## src/design/fpvt_pkg.sv

```systemverilog
// Package for the fixed-point vertex transform: payload types, widths and
// fixed-point helper functions. Depends on nothing.
package fpvt_pkg;

    localparam int FRAC_BITS = 16;
    localparam int DIV_BITS  = 32 + FRAC_BITS + 1;
    localparam int DCNT_W    = $clog2(DIV_BITS + 1);

    localparam logic MODE_LOAD      = 1'b0;
    localparam logic MODE_TRANSFORM = 1'b1;

    typedef struct packed {
        logic        mode;
        logic [3:0]  entry_index;
        logic [31:0] entry_value;
        logic [31:0] point_x;
        logic [31:0] point_y;
        logic [31:0] point_z;
    } in_item_t;

    typedef struct packed {
        logic [31:0] result_x;
        logic [31:0] result_y;
        logic [31:0] result_z;
        logic [31:0] result_w;
        logic        normalised;
    } out_item_t;

    function automatic logic [32:0] mag32(input logic [31:0] v);
        mag32 = v[31] ? {1'b0, (~v) + 32'd1} : {1'b0, v};
    endfunction

    function automatic logic [31:0] signed_sat(input logic neg, input logic [63:0] mag);
        logic [63:0] m;
        m = mag;
        if (neg) begin
            if (m > 64'h8000_0000) m = 64'h8000_0000;
            signed_sat = 32'd0 - m[31:0];
        end else begin
            if (m > 64'h7FFF_FFFF) m = 64'h7FFF_FFFF;
            signed_sat = m[31:0];
        end
    endfunction

endpackage

```

## src/design/fpvt_div.sv

```systemverilog
// Shared restoring divider: divides x, y, z by w in turn, one bit a cycle.
// Depends on fpvt_pkg. Quotient rounded half away from zero and saturated.
module fpvt_div (
    input  logic        aclk,
    input  logic        aresetn,
    input  logic        start,
    input  logic [31:0] num,
    input  logic [31:0] den,
    output logic        busy,
    output logic        done,
    output logic [31:0] quot
);
    import fpvt_pkg::*;

    logic [DIV_BITS-1:0] n_reg, q_reg;
    logic [DIV_BITS:0]   r_reg;
    logic [32:0]         d_reg;
    logic                neg_reg, busy_reg, done_reg;
    logic [DCNT_W-1:0]   cnt_reg;
    logic [DIV_BITS:0]   r_sh;
    logic [32:0]         den_mag;

    assign den_mag = mag32(den);
    assign r_sh = {r_reg[DIV_BITS-1:0], n_reg[DIV_BITS-1]};

    always_ff @(posedge aclk) begin
        if (!aresetn) begin
            busy_reg <= 1'b0;
            done_reg <= 1'b0;
        end else begin
            done_reg <= 1'b0;
            if (start) begin
                busy_reg <= 1'b1;
                cnt_reg  <= DCNT_W'(DIV_BITS);
                n_reg    <= ({{(DIV_BITS-33){1'b0}}, mag32(num)} << FRAC_BITS)
                            + {{(DIV_BITS-33){1'b0}}, 1'b0, den_mag[32:1]};
                d_reg    <= den_mag;
                neg_reg  <= num[31] ^ den[31];
                r_reg    <= '0;
                q_reg    <= '0;
            end else if (busy_reg) begin
                n_reg <= n_reg << 1;
                if (r_sh >= {{(DIV_BITS-32){1'b0}}, d_reg}) begin
                    r_reg <= r_sh - {{(DIV_BITS-32){1'b0}}, d_reg};
                    q_reg <= {q_reg[DIV_BITS-2:0], 1'b1};
                end else begin
                    r_reg <= r_sh;
                    q_reg <= {q_reg[DIV_BITS-2:0], 1'b0};
                end
                cnt_reg <= cnt_reg - DCNT_W'(1);
                if (cnt_reg == DCNT_W'(1)) begin
                    busy_reg <= 1'b0;
                    done_reg <= 1'b1;
                end
            end
        end
    end

    assign busy = busy_reg;
    assign done = done_reg;
    assign quot = signed_sat(neg_reg, {{(64-DIV_BITS){1'b0}}, q_reg});
endmodule

```

## config.mk

```make
export PLATFORM = sky130hd
export DESIGN_NAME = fpvt_div
export DESIGN_NICKNAME = d
export VERILOG_FILES = /design/src/design/fpvt_pkg.sv /design/src/design/fpvt_div.sv
export SDC_FILE = /design/constraint.sdc
export NUM_CORES = 1
export LEC_CHECK = 0
export BUFFER_PORTS_ARGS = -buffer_cell sky130_fd_sc_hd__buf_4
export CORE_UTILIZATION = 50
export CTS_BUF_LIST = sky130_fd_sc_hd__clkbuf_4
export DETAILED_ROUTE_END_ITERATION = 6
export PLACE_DENSITY = 0.68
export SETUP_SLACK_MARGIN = 0.5
export SYNTH_ARGS = -nofsm -noshare
export SYNTH_HDL_FRONTEND = slang
export SYNTH_SLANG_ARGS = --single-unit
```

## constraint.sdc

```tcl
create_clock -name aclk -period 5.85 [get_ports aclk]
set_clock_uncertainty 0.15 [all_clocks]
set_input_delay 0.2925 -clock aclk [delete_from_list [all_inputs] [get_ports aclk]]
set_output_delay 0.2925 -clock aclk [all_outputs]
set_load 0.05 [all_outputs]
```

==> metrics <==
H-tree lvl count 4; syn nets 1450; Max Transition Viols Final 0; Cell Pwr Density 238 nW/µm²; most common cell after layout, fill and taps aside edfxtp_1; Worst R2R Setup Slack 1.46 ns; MaxCap Viol Count 0; Max-slew headroom 0.293; worst-path cell chain dlygate4sd3_1 -> buf_4 -> or4_4 -> or4_4 -> or3_2 -> or4_1 -> o21ai_0 -> xnor2_1 -> ha_1 -> nand3_1 -> o31ai_2 -> o41ai_2 -> buf_4 -> o21ai_1 -> nand4_1 -> nor2_4 -> nand3b_1 -> xor2_1 -> mux2_2; hold path start den[12]; TritonCTS buffer count 17; worst min-delay path class in -> reg; placed insts 1716; Worst Reg2Reg Path Length in Cells 14; Final Setup Violations 0; Total Routed Length 29500 µm; crit share post-route 0.884; Lkg Pwr 5.42 nW; first-pass GRT wire length 48900 µm; core area 25300 µm²; critical setup path kind in -> reg; CP top delay family simple AND/OR/NAND/NOR gates; Worst EP arrival 5.39 ns; Die ar. 26500 µm²; CTS Sinks 188; CP Launch Type input pin; CP required 6.07 ns; final hold viol count 0; total number of vias 10446; clock root buffer master clkbuf_4; Die Wd 163 µm; CTS tree built; length of the first detailed-routing pass in iterations 5; pre-CTS setup slack 0.319 ns; min Tclk post-route 5.17 ns; WHS Endpoint d_reg[13]$_DFFE_PP_; top_reg_cell synth edfxtp_1; I/O Pins 101; actual slew at the worst max-slew pin 1.06 ns; Clock transition at path regs 0.18 ns; clk buf depth 2; gr ovfl total 0; routed len/inst 16.6 µm; final worst setup slack 0.677 ns; RR Endpoint r_reg[23]$_SDFFCE_PP0P_; RSZ-0062 raised after global routing yes; status complete, no violations; TNS Setup 0 ns; CP max stage cell dlygate4sd3_1; Bufs and invs on worst path 3; most frequent cells in the layout edfxtp_1, nand2_1, buf_4; GP Congestion 0.924; Post-Synthesis Cells 1329; Max Fclk 0.193 GHz; DRC 0; initial antenna violation count 1; Antenna Nets Post-Route 0; mean area per synthesized cell 9.71 µm²; FP Rows 58; Seq/Total Area, Yosys 0.436; drt initial violations 816; Ys Warns 0; ys async rst share 0; HPWL after DPL 20700 µm; Area Growth Syn to Fin 13.2%; initial cell density of the core 0.511; crit-path max FO 5; vias per inst 5.86; # nets final 1560; vias in the first global route 9653; largest net degree at the start of global routing 86; Clock Latency Late Sink 0.59 ns; synthesized cell area 12900 µm²; number of synthesized register bits 188; Yosys cell types 78; Global Route Usage Sum 0.229; PortBufs 100; Die H 163 µm; Layout Cells excl Fill 1783; reg2reg start n_reg[48]$_DFFE_PP_; CP endpoint kind register; VDD IR max 117 µV; EDFF count, synth 186; share of cells above drive strength 1 0.154; max incr delay on CP 0.54 ns; Hold Path Depth 3
-- cell usage after synthesis, drive strengths merged (4+ instances only) --
master    n  area [µm²]
a211oi   13        97.6
a21o     23         173
a21oi    87         439
a311oi    4        35.0
a31o      4        35.0
a31oi    19         119
a41oi     4        35.0
and2      7        43.8
and3     12        75.1
buf      10        48.8
clkbuf   44         165
edfxtp  186        5590
ha       52         651
inv      60         225
mux2     43         484
nand2   124         468
nand2b   14        87.6
nand3    22         110
nand3b    5        37.5
nand4    16         100
nor2    108         408
nor2b    59         369
nor3     47         235
nor3b     4        35.0
nor4     17         106
o21a     15         113
o21ai    72         364
o21bai   10        86.3
o22ai     8        50.1
o311ai   11        96.4
o31a      5        52.6
o31ai    22         165
o41ai    11         123
or2       8        50.1
or3      16         103
or4      10        82.6
xnor2    87         762
xor2     34         298
-- area by class of cell --
class,count,area [µm²]
Antenna cell,1,2.50
Clock buffer,19,143
Clock inverter,13,130
Fill cell,2204,10600
Inverter,60,225
Multi-Input combinational cell,1027,6890
Sequential cell,188,5630
Tap cell,330,413
Timing Repair Buffer,145,1180
-- per-layer routing --
metal | global-route usage | up-vias | routed length [µm]
li1 | - | 5141 | -
met1 | 0.334 | 4978 | 14400
met2 | 0.355 | 299 | 13400
met3 | 0.0357 | 28 | 1410
met4 | 0.0573 | 0 | 407
met5 | 0 | - | 0
-- report_power, final --
group	internal, W	total [W]	switching, W
Combinational	0.000461	0.00107	0.000609
Clock	0.000232	0.000711	0.000478
Sequential	0.00163	0.00170	0.0000675
Total	0.00233	0.00348	0.00115
-- kinds of logic (layout without fill, tap and decap cells) --
family,Yosys count,in the layout,synth area share
adder cells (fa/ha/maj),54,54,0.0535
buffers and inverters,114,237,0.0340
XOR/XNOR,122,122,0.0841
other,0,1,0
flip-flops,188,188,0.436
AO/OA/AOI/OAI,325,325,0.165
multiplexers,44,44,0.0383
AND/OR/NAND/NOR,482,482,0.189
-- metrics by stage --
stage                     hold WS (ns)  utilization  total power (W)  area, µm²
after CTS                      0.00263        0.576          0.00349      14600
final                           0.0474        0.578          0.00348      14600
after floorplan                  0.241            -          0.00250      12900
after detailed placement         0.309        0.553          0.00277      14000
after global placement           0.302        0.553          0.00275      14000
after global routing            0.0150        0.578          0.00368      14600
-- worst max-delay path by stage --
stage | startpoint | to | slack [ns] | depth (start not counted)
2_1_floorplan | q_reg[9]$_SDFFCE_PP0P_ | quot[4] | 0.69 | 15
3_3_place_gp | den[12] | n_reg[41]$_DFFE_PP_ | 0.39 | 18
3_5_place_dp | den[12] | n_reg[45]$_DFFE_PP_ | 0.32 | 18
4_1_cts | den[11] | n_reg[45]$_DFFE_PP_ | 0.54 | 19
5_1_grt | q_reg[10]$_SDFFCE_PP0P_ | quot[26] | 0.50 | 14
6_report | den[11] | n_reg[45]$_DFFE_PP_ | 0.68 | 19
-- tightest hold or removal path, delay by kind of cell --
family                    cells  cell delay (ns)
xor gates and xnor gates      1             0.15
buffers and inverters         1             0.09
AOI/OAI and AO/OA             1             0.08
-- what timing repair did --
item | 4_1_cts | 5_1_grt
setup endpoints to repair | 4 | 28
setup buffers | 0 | 2
endpoints found under the hold margin | 33 | 0
hold buffers | 32 | 0
resized for setup | 1 | 9
pin swaps | 0 | 1
(Power assumes the default switching activity.)
